File: config.mk
export PLATFORM = sky130hd
export DESIGN_NAME = priority_semaphore_arbiter_core
export DESIGN_NICKNAME = d
export VERILOG_FILES = /design/src/psa_pkg.sv /design/src/priority_semaphore_arbiter_core.sv
export SDC_FILE = /design/constraint.sdc
export NUM_CORES = 1
export LEC_CHECK = 0
export BUFFER_PORTS_ARGS = -buffer_cell sky130_fd_sc_hd__buf_2
export CORE_MARGIN = 1.5
export CORE_UTILIZATION = 42
export DETAILED_ROUTE_END_ITERATION = 10
export GPL_ROUTABILITY_DRIVEN = 0
export HOLD_SLACK_MARGIN = 0.12
export PLACE_DENSITY_LB_ADDON = 0.12
export SYNTH_ARGS = -nofsm -noshare
export SYNTH_HDL_FRONTEND = slang
export SYNTH_SLANG_ARGS = --single-unit
export TNS_END_PERCENT = 5
File: constraint.sdc
create_clock -name clock -period 6.2 [get_ports clock]
set_input_delay 0.93 -clock clock [delete_from_list [all_inputs] [get_ports clock]]
set_output_delay 0.93 -clock clock [all_outputs]
set_load 0.02 [all_outputs]
File: src/psa_pkg.sv
package psa_pkg;

   // Field widths fixed by the interface
   localparam int OPCODE_W  = 1;
   localparam int PRIO_W    = 3;
   localparam int OUTCOME_W = 3;
   localparam int CREDIT_W  = 16;
   localparam int CFG_W     = 4;

   // Reset value of the active level count
   localparam logic [CFG_W-1:0] CFG_RESET = 4'd8;

   // Request opcodes
   localparam logic [OPCODE_W-1:0] OP_WAIT = 1'b0;
   localparam logic [OPCODE_W-1:0] OP_POST = 1'b1;

   // Result codes
   localparam logic [OUTCOME_W-1:0] OC_PASSED = 3'd0;
   localparam logic [OUTCOME_W-1:0] OC_QUEUED = 3'd1;
   localparam logic [OUTCOME_W-1:0] OC_WOKE   = 3'd2;
   localparam logic [OUTCOME_W-1:0] OC_BANKED = 3'd3;
   localparam logic [OUTCOME_W-1:0] OC_REJECT = 3'd4;

   typedef logic [OPCODE_W-1:0]  opcode_type;
   typedef logic [PRIO_W-1:0]    prio_type;
   typedef logic [OUTCOME_W-1:0] outcome_type;

endpackage

File: src/priority_semaphore_arbiter_core.sv
// Priority counting semaphore. A request (wait or post) is taken whenever
// start is high and busy is low; busy is high only during reset and in the
// cycle that follows it, so one item is accepted per clock. Each item yields
// exactly one result: the item is registered at the accepting edge, resolved
// against the credit counter and the per-level waiter counters in the next
// cycle, and its result is registered and shown for one cycle with rsp_strobe
// high. The receiver cannot stall; every result must be taken when it is
// strobed. The user must write the level count register through the csr_
// channel only while no item is in flight; the block does not enforce it.
// A post wakes the lowest-numbered active level that has a waiter.
module priority_semaphore_arbiter_core #(
   parameter int MAX_LEVELS = 8,
   parameter int COUNT_BITS = 16
) (
   input  logic                   clock,
   input  logic                   reset,
   input  logic                   start,
   output logic                   busy,
   input  psa_pkg::opcode_type    req_opcode,
   input  psa_pkg::prio_type      req_priority_req,
   output logic                   rsp_strobe,
   output psa_pkg::outcome_type   rsp_outcome,
   output psa_pkg::prio_type      rsp_woken_priority,
   output logic [15:0]            rsp_credits_left,
   input  logic                   csr_valid,
   output logic                   csr_ready,
   input  logic [3:0]             csr_data
);
   import psa_pkg::*;

   localparam int IDX_W = (MAX_LEVELS > 1) ? $clog2(MAX_LEVELS) : 1;
   localparam int LIM_W = ($clog2(MAX_LEVELS + 1) > CFG_W) ? $clog2(MAX_LEVELS + 1) : CFG_W;
   localparam logic [LIM_W-1:0] MAX_LIMIT = LIM_W'(MAX_LEVELS);

   typedef logic [COUNT_BITS-1:0] count_type;

   logic                  busy_ff;
   logic [CFG_W-1:0]      levels_ff;
   logic                  req_valid_ff;
   opcode_type            req_op_ff;
   prio_type              req_prio_ff;
   count_type             credits_ff, credits_in;
   count_type             waiters_ff [MAX_LEVELS];
   count_type             waiters_in [MAX_LEVELS];
   logic                  rsp_strobe_ff;
   outcome_type           outcome_ff, outcome_in;
   prio_type              woken_ff, woken_in;
   logic [LIM_W-1:0]      limit;
   logic                  found;
   logic [IDX_W-1:0]      first_idx;
   logic                  full_sel;

   // Hold off requests for the cycle after reset
   always_ff @(posedge clock) begin
      if (reset) begin
         busy_ff <= 1'b1;
      end else begin
         busy_ff <= 1'b0;
      end
   end

   assign busy      = busy_ff;
   assign csr_ready = !busy_ff;

   // Level count register
   always_ff @(posedge clock) begin
      if (reset) begin
         levels_ff <= CFG_RESET;
      end else if (csr_valid && csr_ready) begin
         levels_ff <= csr_data;
      end
   end

   // Register the accepted item
   always_ff @(posedge clock) begin
      if (reset) begin
         req_valid_ff <= 1'b0;
      end else begin
         req_valid_ff <= start && !busy_ff;
      end
   end

   always_ff @(posedge clock) begin
      req_op_ff   <= req_opcode;
      req_prio_ff <= req_priority_req;
   end

   // Clamp the level count to the levels built
   always_comb begin
      if (LIM_W'(levels_ff) > MAX_LIMIT) begin
         limit = MAX_LIMIT;
      end else begin
         limit = LIM_W'(levels_ff);
      end
   end

   // Find the lowest active level with a waiter
   always_comb begin
      found     = 1'b0;
      first_idx = '0;
      for (int i = MAX_LEVELS - 1; i >= 0; i--) begin
         if ((waiters_ff[i] != '0) && (i < int'(limit))) begin
            found     = 1'b1;
            first_idx = IDX_W'(i);
         end
      end
   end

   // Pick the full flag of the requested level
   always_comb begin
      full_sel = 1'b0;
      for (int i = 0; i < MAX_LEVELS; i++) begin
         if (int'(req_prio_ff) == i) begin
            full_sel = (waiters_ff[i] == '1);
         end
      end
   end

   // Resolve the item against the counters
   always_comb begin
      credits_in = credits_ff;
      outcome_in = OC_REJECT;
      woken_in   = '0;
      for (int i = 0; i < MAX_LEVELS; i++) begin
         waiters_in[i] = waiters_ff[i];
      end
      if (req_valid_ff) begin
         if (req_op_ff == OP_WAIT) begin
            if (int'(req_prio_ff) >= int'(limit)) begin
               outcome_in = OC_REJECT;
            end else if (credits_ff != '0) begin
               credits_in = credits_ff - count_type'(1);
               outcome_in = OC_PASSED;
            end else if (full_sel) begin
               outcome_in = OC_REJECT;
            end else begin
               for (int i = 0; i < MAX_LEVELS; i++) begin
                  if (int'(req_prio_ff) == i) begin
                     waiters_in[i] = waiters_ff[i] + count_type'(1);
                  end
               end
               outcome_in = OC_QUEUED;
            end
         end else begin
            if (found) begin
               for (int i = 0; i < MAX_LEVELS; i++) begin
                  if (int'(first_idx) == i) begin
                     waiters_in[i] = waiters_ff[i] - count_type'(1);
                  end
               end
               woken_in   = PRIO_W'(first_idx);
               outcome_in = OC_WOKE;
            end else if (credits_ff == '1) begin
               outcome_in = OC_REJECT;
            end else begin
               credits_in = credits_ff + count_type'(1);
               outcome_in = OC_BANKED;
            end
         end
      end
   end

   // Advance the counters
   always_ff @(posedge clock) begin
      if (reset) begin
         credits_ff <= count_type'(1);
         for (int i = 0; i < MAX_LEVELS; i++) begin
            waiters_ff[i] <= '0;
         end
      end else begin
         credits_ff <= credits_in;
         for (int i = 0; i < MAX_LEVELS; i++) begin
            waiters_ff[i] <= waiters_in[i];
         end
      end
   end

   // Result register
   always_ff @(posedge clock) begin
      if (reset) begin
         rsp_strobe_ff <= 1'b0;
      end else begin
         rsp_strobe_ff <= req_valid_ff;
      end
   end

   always_ff @(posedge clock) begin
      outcome_ff <= outcome_in;
      woken_ff   <= woken_in;
   end

   assign rsp_strobe         = rsp_strobe_ff;
   assign rsp_outcome        = outcome_ff;
   assign rsp_woken_priority = woken_ff;
   assign rsp_credits_left   = CREDIT_W'(credits_ff);

endmodule

# == Word-level counts from Yosys, hierarchy flattened ==
# Memory sizes are Yosys's and may differ from the RTL's.
# Index checks and enable logic that the tools add are counted.
# totals
register_bits,33
latchBits,0
ram_bits,128
rom_bits,0
output_inout_bits,25
n_memories,1
# mem_list
name,words,width,read_ports,rd_clocked_by_memory_dff,wr,line,source
waiters_ff,8,16,8,0,8,priority_semaphore_arbiter_core.sv:43,count_type waiters_ff [MAX_LEVELS];
# op_classes
addsub,18
multipliers,0
div,0
order_cmp,10
eq_ne,26
shifts,0
mux,69
bitwise_logic,8
reduce_logical,25
# ops
operator,n
$mux W128,6
$mux W16,29
$add A16 B1 Y16 const B,9
$eq A16 B16 Y1 const B,9
$reduce_bool A16 Y1,9
$sub A16 B1 Y16 const B,9
$mux W3,14
$eq A3 B3 Y1 const B,8
$mux W1,19
$lt A3 B4 Y1 const A,4
$eq A3 B2 Y1 const B,4
$logic_and A1 B1 Y1,10
$lt A1 B4 Y1 const A,2
$lt A2 B4 Y1 const A,2
$or A1 B1 Y1,8
$eq A3 B1 Y1 const B,2
$logic_not A3 Y1,2
$ne A2 B2 Y1 const B,3
$reduce_and A5 Y1,1
$ge A3 B4 Y1,1
$gt A4 B4 Y1 const B,1
$mux W4,1
$reduce_and A3 Y1,1
$reduce_bool A2 Y1,1
$logic_not A1 Y1,1

# == Depth between registers and ports, before layout ==
# Gate-level depths: netlist of the first run.
# depth
ltp_word,18
ltp_mapped,14
mapped_depth_nobuf,11

# == Worst setup path before layout of the first run ==
# No wires, ideal clock.
# synth_path
path_type,register to register
startpoint,register req_op_ff
endpoint,memory waiters_ff[1][62] (netlist bit)
setup_time_ns,0.070
t_arrival_ns,5.892
t_required_ns,6.130
slack_ns,0.237
stages_incl_launch_ff,13
n_path_buf,1
period_less_slack_ns,5.963
path_cell_list,dfxtp_1 > clkbuf_1 > clkinv_1 > fa_1 > nor2b_1 > o21a_1 > o21ai_0 > a21oi_1 > a41o_1 > o41ai_1 > or4bb_1 > a31o_2 > a21oi_1
# synth_rtl
element,line,source
"start, declared",priority_semaphore_arbiter_core.sv:40,opcode_type req_op_ff;
"start signal, assigned",priority_semaphore_arbiter_core.sv:84,req_op_ff <= req_opcode;
"end, declared",priority_semaphore_arbiter_core.sv:43,

==> results of run 1 <==
-- per-stage QoR --
| step | std cells | instance area (µm²) | power [mW] | util [%] |
|---|---|---|---|---|
| after floorplan | 1551 | 12500 | 1.33 | - |
| after global placement | 1941 | 13100 | 1.40 | 45.1 |
| after detailed placement | 1941 | 13100 | 1.40 | 45.1 |
| after CTS | 1973 | 13700 | 2.52 | 47.2 |
| after global routing | 1973 | 13700 | 2.60 | 47.2 |
| final | 1973 | 13700 | 2.48 | 47.2 |
-- per-layer routing --
layer / wire length, µm / up-vias / track usage, % / part of all wire, %
li1: - / 5781 / - / -
met5: 0 / - / 0 / 0
met3: 897 / 24 / 3.44 / 2.9
met2: 13800 / 144 / 33.7 / 45
met1: 15400 / 5142 / 27.4 / 51
met4: 369 / 0 / 5.06 / 1.2
-- worst max path at each step --
| stage | cells after the start | end | slack, ns | start |
|---|---|---|---|---|
| CTS | 12 | waiters_ff[1][62]$_SDFFE_PP0P_ | 1.99 | req_op_ff$_DFF_P_ |
| floorplan | 12 | waiters_ff[1][62]$_SDFFE_PP0P_ | 0.24 | req_op_ff$_DFF_P_ |
| finish | 12 | waiters_ff[1][62]$_SDFFE_PP0P_ | 2.01 | req_op_ff$_DFF_P_ |
| global route | 12 | rsp_credits_left[14]$_SDFFE_PP0P_ | 1.65 | req_op_ff$_DFF_P_ |
| detailed placement | 12 | waiters_ff[1][62]$_SDFFE_PP0P_ | 2.01 | req_op_ff$_DFF_P_ |
| global placement | 12 | waiters_ff[1][62]$_SDFFE_PP0P_ | 2.03 | req_op_ff$_DFF_P_ |
-- power by group --
part	total (mW)	switching [mW]	leakage, nW	internal (mW)
Clock	1.10	0.461	0.285	0.644
Sequential	1.07	0.0278	1.30	1.05
Combinational	0.305	0.181	4.37	0.124
Total	2.48	0.670	5.95	1.81
-- cell type report --
type | instances | area (µm²) | area share (%)
Multi-Input combinational cell | 1301 | 8910 | 65.1
Sequential cell | 161 | 3230 | 23.6
Tap cell | 384 | 480 | 3.51
Clock buffer | 19 | 443 | 3.24
Timing Repair Buffer | 45 | 275 | 2.01
Inverter | 50 | 188 | 1.37
Clock inverter | 13 | 161 | 1.18
-- sequential cells by signal, summed over array words and instances, names as in the netlist --
register / flops
levels_ff: 4
waiters_ff: 128
req_valid_ff: 1
busy: 1
rsp_outcome: 3
req_op_ff: 1
req_prio_ff: 3
rsp_woken_priority: 3
rsp_strobe: 1
rsp_credits_left: 16
-- cell families (layout without fill, tap and decap cells) --
group / Yosys count / count (layout) / synth area share, %
AOI/OAI and AO/OA: 364 / 364 / 19.0
xor gates and xnor gates: 110 / 110 / 7.71
adders and majority gates: 138 / 138 / 14.4
buffers and inverters: 89 / 127 / 3.09
DFF: 161 / 161 / 25.8
muxes: 69 / 69 / 5.58
and+or+nand+nor: 620 / 620 / 24.4
-- cell usage in the layout, fill, tap and decap left out, types with 17 or more instances in the layout --
cell         n
a21o_1      25
mux2i_1     64
nor3_1      75
nand2_1    103
ha_1       129
o21a_1      17
nor4_1      45
o21ai_0     59
nor2_1     204
or3_1       18
buf_2       35
clkbuf_16   17
xor2_1      37
a21oi_1    143
xnor2_1     73
dfxtp_1    160
inv_1       48
nand4_1     38
nand3_1     29
nor2b_1     23
and3_1      22
==> metrics.csv, run 1 <==
stage,metric,value,unit
run_status,status,"complete, no violations",
job,max_cap viols,0,
worst_setup_path,FF-to-FF Start,req_op_ff$_DFF_P_,
worst_setup_path,CP arrival,4.56,ns
hold_path,HP Start,busy$_DFF_P_,
grt,first-pass GRT wire length,51.4,mm
logic_synthesis,Synth area leaders,"dfxtp_1, ha_1, nor2_1",
logic_synthesis,synthesized cell area,0.0125,mm²
route,"wirelength, routed",30.5,mm
worst_setup_path,Worst Path Required,6.57,ns
worst_setup_path,most numerous cell on the critical path,a21oi_1,
route,via count,11100,
timing,Worst Skew,0.0102,ns
grt,gr usage total,20.3,%
route,DRC Markers,0,
power_and_ir_drop,Power Dens Cells,182,mW/mm²
logic_synthesis,most numerous cell in the Yosys netlist,nor2_1,
logic_synthesis,"Warnings, synthesis",0,
placement,Place WS,2.01,ns
placement,PortBufs,36,
worst_setup_path,R2R cell count,12,
worst_setup_path,Startpoint Class,flop,
worst_setup_path,crit-path cells,"clkinv_1, buf_4, fa_1, nor2b_1, o21a_1, o21ai_0, a21oi_1, a41o_1, o41ai_1, or4bb_1, a31o_2, a21oi_1",
clock_tree,worst skew pair latency,0.44,ns
logic_synthesis,Post-synth top cells,"nor2_1, dfxtp_1, a21oi_1, ha_1, nand2_1",
cells_and_area,layout cells sized above 1,7.05,%
timing,Max Fclk,238,MHz
floorplan,Row Count,62,
logic_synthesis,#FFs+latches synth,161,
cells_and_area,Area Overhead vs Synth,9.47,%
clock_tree,Post-CTS Setup Inserts,0,
timing,setup tns final,0,ns
clock_tree,cts repair resizes,0,
timing,Final period util,67.6,%
floorplan,Core Box Area,0.0290,mm²
power_and_ir_drop,Leak,5.95,nW
logic_synthesis,ys flop type,dfxtp_1,
worst_setup_path,r2r setup slk,2.01,ns
grt,largest net degree at the start of global routing,159,
timing,worst slew pin tran,1.07,ns
timing,minimum clock period,4.19,ns
route,DRT iter0 DRCs,517,
timing,RSZ-0062 raised after global routing,false,
worst_setup_path,crit-path max FO,60,
grt,number of global-route vias before repair,10400,
floorplan,Die W,175,µm
route,drt first pass iters,7,
worst_setup_path,CP Capture Type,flop,
timing,final setup margin,2.01,ns
logic_synthesis,Yosys top cell by area,dfxtp_1,
clock_tree,clock sinks,161,
logic_synthesis,Synth top area share,25.8,%
power_and_ir_drop,Max VDD drop,163,µV
clock_tree,Max clock buf depth,2,
floorplan,I/O pin count,37,
hold_path,Worst Hold Class,flop to flop,
clock_tree,clk slew on worst S/H paths,0.07,ns
route,Final ANT Viol Nets,0,
logic_synthesis,asr flop ratio synth,0,%
grt,total grt overflow,0,
timing,fin. max-slew vios,0,
clock_tree,hold-fix buffers at CTS,0,
logic_synthesis,Post-synth EDFFs,0,
cells_and_area,Nets,1726,
worst_setup_path,Crit path max-delay family,compound AO/OA/AOI/OAI gates,
logic_synthesis,"Distinct cells, synth",81,
floorplan,Die ar.,0.0308,mm²
clock_tree,CTS tree,yes,
worst_setup_path,terminus of the critical flop-to-flop path,waiters_ff[1][62]$_SDFFE_PP0P_,
timing,slew margin rel.,28.6,%
timing,Hold Slack,0.476,ns
clock_tree,CTS Buf Count,17,
timing,Final Hold Vio Count,0,
floorplan,Starting Density,43.1,%
logic_synthesis,syn_area_per_cell,8.06,µm²
clock_tree,CTS H-tree depth,4,
logic_synthesis,Synth Net Count,1701,
route,routed vias/inst,5.62,
worst_setup_path,crit-path max cell delay,0.88,ns
timing,setup violators final,0,
worst_setup_path,WP buf/inv,2,
floorplan,Die Ht,175,µm
worst_setup_path,critical path type,flop to flop,
logic_synthesis,sequential fraction of the synthesis area,25.8,%
route,post-DR wirelength/cell,15.5,µm
grt,antenna violations before repair,0,
hold_path,Hold Path Stages,1,
logic_synthesis,Mapped Cells,1551,
cells_and_area,Fill cells,2913,
cells_and_area,Ant. Diodes,0,
placement,hpwl dp,21.7,mm
worst_setup_path,CP max-delay cell,dfxtp_4,
clock_tree,Root Driver,clkbuf_16,
hold_path,hold endpoint,req_valid_ff$_SDFF_PP0_,
Power figures use the tool's default switching activity.
==> run 2, diff against run 1 <==
Settings changed: ABC_AREA from default to 1.
Clock period 6.2 ns to 4 ns, I/O delays scaled along.
==> run 2 against run 1 <==
- clock-buffer cell count down 2
- critical path depth up 1
- cell count up 22%
- critical path type unchanged
==> metrics.csv, run 2 <==
stage,metric,value,unit,change
logic_synthesis,Synth Net Count,2111,,+24%
placement,hpwl dp,24.8,mm,+14%
cells_and_area,Fill cells,3151,,+8.2%
clock_tree,CTS Buf Count,17,,unchanged
logic_synthesis,syn_area_per_cell,6.64,µm²,-18%
clock_tree,clk slew on worst S/H paths,0.07,ns,about the same
grt,met1 Usage GRT,29.8,%,+2.4 points
route,drt first pass iters,6,,-1
logic_synthesis,Yosys top cell by area,dfxtp_1,,
placement,dpl cell area,0.0136,mm²,+4.0%
timing,Max Fclk,324,MHz,+36%
timing,worst slew pin tran,0.951,ns,-0.121 ns
logic_synthesis,ys flop type,dfxtp_1,,
logic_synthesis,asr flop ratio synth,0,%,unchanged
clock_tree,Post-CTS Setup Inserts,0,,unchanged
clock_tree,hold-fix buffers at CTS,0,,unchanged
floorplan,I/O pin count,37,,unchanged
worst_setup_path,CP Capture Type,flop,,
floorplan,Row Count,64,,+3.2%
power_and_ir_drop,Power Dens Cells,342,mW/mm²,+88%
clock_tree,CTS tree,yes,,
placement,PortBufs,36,,unchanged
logic_synthesis,Mapped Cells,1961,,+26%
route,DRC Markers,0,,unchanged
clock_tree,Max clock buf depth,2,,unchanged
route,"wirelength, routed",33.5,mm,+9.9%
run_status,status,"complete, no violations",,
worst_setup_path,crit-path max FO,46,,-23%
cells_and_area,layout cells sized above 1,5.84,%,-1.2 points
route,post-DR wirelength/cell,14.0,µm,-9.6%
worst_setup_path,critical path type,flop to flop,,
timing,setup violators final,0,,unchanged
cells_and_area,Top reg by flops,waiters_ff,,
timing,RSZ-0062 raised after global routing,false,,
route,routed vias/inst,5.16,,-8.2%
timing,Worst Skew,0.0146,ns,+0.00434 ns
logic_synthesis,Synth top area share,24.8,%,-1.0 points
logic_synthesis,"Warnings, synthesis",0,,unchanged
hold_path,Worst Hold Class,primary input to flop,,
logic_synthesis,#FFs+latches synth,161,,unchanged
worst_setup_path,Startpoint Class,flop,,
logic_synthesis,Post-synth top cells,"nand2_1, nor2_1, inv_1, a21oi_1, dfxtp_1",,
route,via count,12400,,+12%
floorplan,Starting Density,42.7,%,-0.42 points
floorplan,Core Box Area,0.0305,mm²,+5.2%
floorplan,Die Ht,179,µm,+2.0%
timing,setup tns final,0,ns,unchanged
cells_and_area,"commonest cells after routing, fill and taps aside","nand2_1, nor2_1, inv_1",,
clock_tree,cts repair resizes,0,,unchanged
grt,met2 Usage GRT,35.8,%,+2.1 points
power_and_ir_drop,Max VDD drop,346,µV,+110%
logic_synthesis,sequential fraction of the synthesis area,24.8,%,-1.0 points
timing,Final Hold Vio Count,0,,unchanged
floorplan,Die ar.,0.0320,mm²,+4.1%
logic_synthesis,most numerous cell in the Yosys netlist,nand2_1,,
clock_tree,worst skew pair latency,0.45,ns,about the same
worst_setup_path,CP arrival,3.43,ns,-1.13 ns
cells_and_area,design area,0.0142,mm²,+3.8%
worst_setup_path,Worst Path Required,4.34,ns,-2.23 ns
logic_synthesis,synthesized cell area,0.0130,mm²,+4.1%
cells_and_area,area of the multi-input gates,0.00887,mm²,-0.41%
floorplan,Die W,179,µm,+2.0%
clock_tree,clock sinks,161,,unchanged
timing,fin. max-slew vios,0,,unchanged
route,DRT iter0 DRCs,682,,+32%
grt,total grt overflow,0,,unchanged
clock_tree,Root Driver,clkbuf_16,,
power_and_ir_drop,Leak,6.92,nW,+16%
grt,gr usage total,21.8,%,+1.5 points
cells_and_area,number of flip-flops in the largest register,128,,unchanged
cells_and_area,sequential cell area,0.00323,mm²,unchanged
cells_and_area,Ant. Diodes,0,,unchanged
timing,slew margin rel.,36.4,%,+7.9 points
grt,met3 Use GR,3.41,%,-0.028 points
grt,gr busiest metal,met2,,
clock_tree,CTS H-tree depth,4,,unchanged
cells_and_area,Nets,2139,,+24%
logic_synthesis,Synth area leaders,"dfxtp_1, ha_1, nand2_1",,
timing,minimum clock period,3.09,ns,-1.11 ns
grt,first-pass GRT wire length,56.4,mm,+9.6%
cells_and_area,"most common cell after layout, fill and taps aside",nand2_1,,
job,max_cap viols,0,,unchanged
grt,antenna violations before repair,0,,unchanged
route,Final ANT Viol Nets,0,,unchanged
logic_synthesis,"Distinct cells, synth",42,,-48%
grt,number of global-route vias before repair,11600,,+11%
timing,Final period util,77.2,%,+9.6 points
logic_synthesis,Post-synth EDFFs,0,,unchanged
cells_and_area,Area Overhead vs Synth,9.14,%,
grt,largest net degree at the start of global routing,67,,-58%
cells_and_area,Final Util,46.6,%,-0.60 points
## run 2: final cells by class
class / count / area share (%)
inverter: 183 / 4.85
multi-input combinational: 1574 / 62.5
timing repair buffer: 52 / 2.29
clock inverter: 15 / 1.21
sequential: 161 / 22.7
clock buffer: 17 / 3.00
tap: 396 / 3.49
## run 2: cells by family (layout without fill, tap and decap cells)
group / count (synthesis) / count (layout) / share of synthesized area [%]
and+or+nand+nor: 937 / 937 / 30.4
buffers and inverters: 226 / 267 / 7.07
DFF: 161 / 161 / 24.8
AOI/OAI and AO/OA: 368 / 368 / 15.2
adders and majority gates: 138 / 138 / 13.8
xor gates and xnor gates: 131 / 131 / 8.82
## run 2: report_power, final
part | internal, mW | switching [mW]
Combinational | 0.453 | 0.933
Sequential | 1.67 | 0.0822
Clock | 0.940 | 0.781
## run 2: worst paths after layout
path,start,endpoint,slack [ns],depth (start not counted)
hold reg to reg,waiters_ff[0][63]$_SDFFE_PP0P_,waiters_ff[0][63]$_SDFFE_PP0P_,0.51,2
setup reg to reg,req_op_ff$_DFF_P_,waiters_ff[0][13]$_SDFFE_PP0P_,0.91,13
setup / recovery,req_op_ff$_DFF_P_,waiters_ff[0][13]$_SDFFE_PP0P_,0.91,13
hold / removal,req_opcode,req_op_ff$_DFF_P_,0.27,1
## run 2: critical path: stages (launching register included)
cell	delay (ns)
dfxtp_4	0.60
buf_12	0.33
buf_4	0.33
ha_1	0.35
a21o_1	0.20
a21boi_0	0.17
nand2_1	0.13
a31oi_1	0.22
o21ai_0	0.17
nand2_1	0.09
nand2_1	0.06
xor2_1	0.15
nor2_1	0.09
nor2_1	0.05
## run 2: layer usage
layer | wire (µm) | up-vias
li1 | - | 6620
met1 | 16700 | 5535
met2 | 15100 | 194
met3 | 1210 | 32
met4 | 489 | 0
met5 | 0 | -
## run 2: per-stage QoR
stage	power [mW]	std cells	setup WS, ns	hold WS (ns)
floorplan	2.82	1961	0.0172	0.465
global placement	3.16	2366	1.01	0.494
detailed placement	3.16	2366	0.947	0.497
CTS	4.91	2398	0.925	0.249
global route	5.18	2398	0.598	0.245
finish	4.86	2398	0.912	0.271
==> run 3, diff against run 2 <==
Clock period 4 ns to 2.8 ns, I/O delays scaled along.
==> run 3 against run 2 <==
- final area grew 2.6%
- register-to-register slack lost 0.71 ns
- clock-buffer cell count grew 2
- combinational power grew 48%
- critical path type unchanged
- via count grew 1.9%
- critical path depth is the same
- largest power group unchanged
- first-iteration DRC count shrank 14%
- worst hold slack lost 0.066 ns
==> metrics.csv, run 3 (synthesized netlist as in run 2, its figures left out) <==
stage,metric,value,unit,change
run_status,status,"complete, no violations",,
worst_setup_path,Startpoint Class,flop,,
cells_and_area,Final Util,47.8,%,+1.2 points
floorplan,Die ar.,0.0320,mm²,unchanged
timing,Worst Skew,0.0115,ns,-0.00306 ns
clock_tree,clock sinks,161,,unchanged
timing,minimum clock period,2.59,ns,-0.494 ns
floorplan,I/O pin count,37,,unchanged
timing,Final Hold Vio Count,0,,unchanged
clock_tree,Max clock buf depth,2,,unchanged
timing,setup violators final,0,,unchanged
placement,hpwl dp,26.0,mm,+5.0%
clock_tree,Root Driver,clkbuf_16,,
power_and_ir_drop,Power Dens Cells,474,mW/mm²,+39%
timing,Max Fclk,386,MHz,+19%
placement,PortBufs,36,,unchanged
timing,slew margin rel.,48.1,%,+12 points
route,DRC Markers,0,,unchanged
power_and_ir_drop,Tot Pwr,6.91,mW,+42%
cells_and_area,Nets,2171,,+1.5%
route,post-DR wirelength/cell,14.2,µm,+1.9%
worst_setup_path,crit-path max FO,8,,-83%
power_and_ir_drop,Max VDD drop,478,µV,+38%
route,via count,12600,,+1.9%
grt,largest net degree at the start of global routing,56,,-16%
power_and_ir_drop,Leak,7.07,nW,+2.2%
worst_setup_path,CP arrival,2.94,ns,-0.49 ns
placement,placed cell count,2392,,+1.1%
floorplan,Die W,179,µm,unchanged
timing,fin. max-slew vios,0,,unchanged
route,routed vias/inst,5.19,,+0.56%
cells_and_area,number of flip-flops in the largest register,128,,unchanged
timing,RSZ-0062 raised after global routing,false,,
floorplan,Row Count,64,,unchanged
cells_and_area,post-route non-filler standard cell count,2431,,+1.4%
route,drt first pass iters,5,,-1
floorplan,Die Ht,179,µm,unchanged
clock_tree,clk slew on worst S/H paths,0.07,ns,about the same
cells_and_area,Area Overhead vs Synth,12.0,%,
cells_and_area,layout cells sized above 1,7.82,%,+2.0 points
cells_and_area,"most common cell after layout, fill and taps aside",nand2_1,,
clock_tree,CTS Buf Count,17,,unchanged
floorplan,Core Box Area,0.0305,mm²,unchanged
clock_tree,CTS H-tree depth,4,,unchanged
hold_path,Worst Hold Class,primary input to flop,,
route,DRT iter0 DRCs,584,,-14%
timing,setup tns final,0,ns,unchanged
timing,Hold Slack,0.205,ns,-0.0657 ns
grt,total grt overflow,0,,unchanged
timing,Final period util,92.6,%,+15 points
grt,gr usage total,22.2,%,+0.37 points
route,Final ANT Viol Nets,0,,unchanged
worst_setup_path,CP Capture Type,flop,,
timing,worst slew pin tran,0.768,ns,-0.183 ns
clock_tree,CTS tree,yes,,
grt,first-pass GRT wire length,56.8,mm,+0.83%
hold_path,HP Start,start,,
worst_setup_path,FF-to-FF Start,req_op_ff$_DFF_P_,,
worst_setup_path,origin of the worst setup path,req_op_ff$_DFF_P_,,
clock_tree,worst skew pair latency,0.44,ns,about the same
route,"wirelength, routed",34.6,mm,+3.3%
job,max_cap viols,0,,unchanged
grt,antenna violations before repair,1,,+1
worst_setup_path,Worst Path Required,3.14,ns,-1.20 ns
worst_setup_path,critical path type,flop to flop,,
cells_and_area,"commonest cells after routing, fill and taps aside","nand2_1, nor2_1, inv_1",,
floorplan,Starting Density,42.7,%,unchanged
cells_and_area,Top reg by flops,waiters_ff,,
grt,number of global-route vias before repair,11800,,+1.5%
-- run 3: cell types whose count changed in the layout (fill, tap and decap cells not counted), sizes merged --
| cell | previous run | this run |
|---|---|---|
| dlygate4sd3 | 0 | 4 |
| inv | 190 | 186 |
| bufinv | 2 | 1 |
| diode | 0 | 1 |
| clkinvlp | 3 | 5 |
| clkinv | 3 | 4 |
| buf | 52 | 80 |
| clkbuf | 17 | 19 |
-- run 3: final timing paths --
path | end | slack [ns] | cells after the start
worst max register to register | waiters_ff[0][13]$_SDFFE_PP0P_ | 0.21 | 13
worst min register to register | waiters_ff[1][45]$_SDFFE_PP0P_ | 0.50 | 2
worst max-delay path | waiters_ff[0][13]$_SDFFE_PP0P_ | 0.21 | 13
worst min-delay path | req_valid_ff$_SDFF_PP0_ | 0.21 | 3
-- run 3: metal layers --
| layer | global-route usage, % | part of all wire, % | up-vias |
|---|---|---|---|
| li1 | - | - | 6666 |
| met1 | 29.4 | 49 | 5742 |
| met2 | 37.3 | 46 | 174 |
| met3 | 3.39 | 3.2 | 40 |
| met4 | 6.18 | 1.9 | 0 |
| met5 | 0 | 0 | - |
-- run 3: where the power goes --
group          leakage, nW  internal, mW  switching [mW]  total (mW)
sequential            1.30          2.39           0.112        2.50
combinational         5.50         0.702            1.35        2.06
clock                0.265          1.26            1.09        2.36
-- run 3: through the flow --
| stage | area [µm²] | setup slack, ns |
|---|---|---|
| finish | 14600 | 0.207 |
| global route | 14600 | 0.00392 |
| CTS | 14500 | 0.0161 |
| detailed placement | 13900 | 0.0675 |
| global placement | 13900 | 0.160 |
| floorplan | 13100 | -0.210 |
-- run 3: timing repair --
item | CTS | global route
hold buffers | 4 | 0
gates resized for setup | 0 | 13
hold endpoints to repair | 4 | 0
setup endpoints to repair | 0 | 62
setup buffers | 0 | 2
-- run 3: cell type report --
class / count / area (µm²)
flip-flops and latches: 161 / 3230
fillers: 3194 / 15900
multi-input cells: 1574 / 8950
diodes: 1 / 2.50
clock buffers: 19 / 443
repair buffers: 84 / 626
well taps: 396 / 495
clock inverters: 13 / 128
inverters: 183 / 697
-- run 3: worst max-delay path, stage by stage (launching register included) --
cell and delay [ns]:
dfxtp_4 0.49, buf_4 0.23, buf_4 0.16, ha_1 0.31, a21o_1 0.20, a21boi_0 0.15
nand2_1 0.13, a31oi_1 0.22, o21ai_0 0.18, nand2_1 0.10, nand2_1 0.06, xor2_1 0.14
nor2_1 0.08, nor2_1 0.04
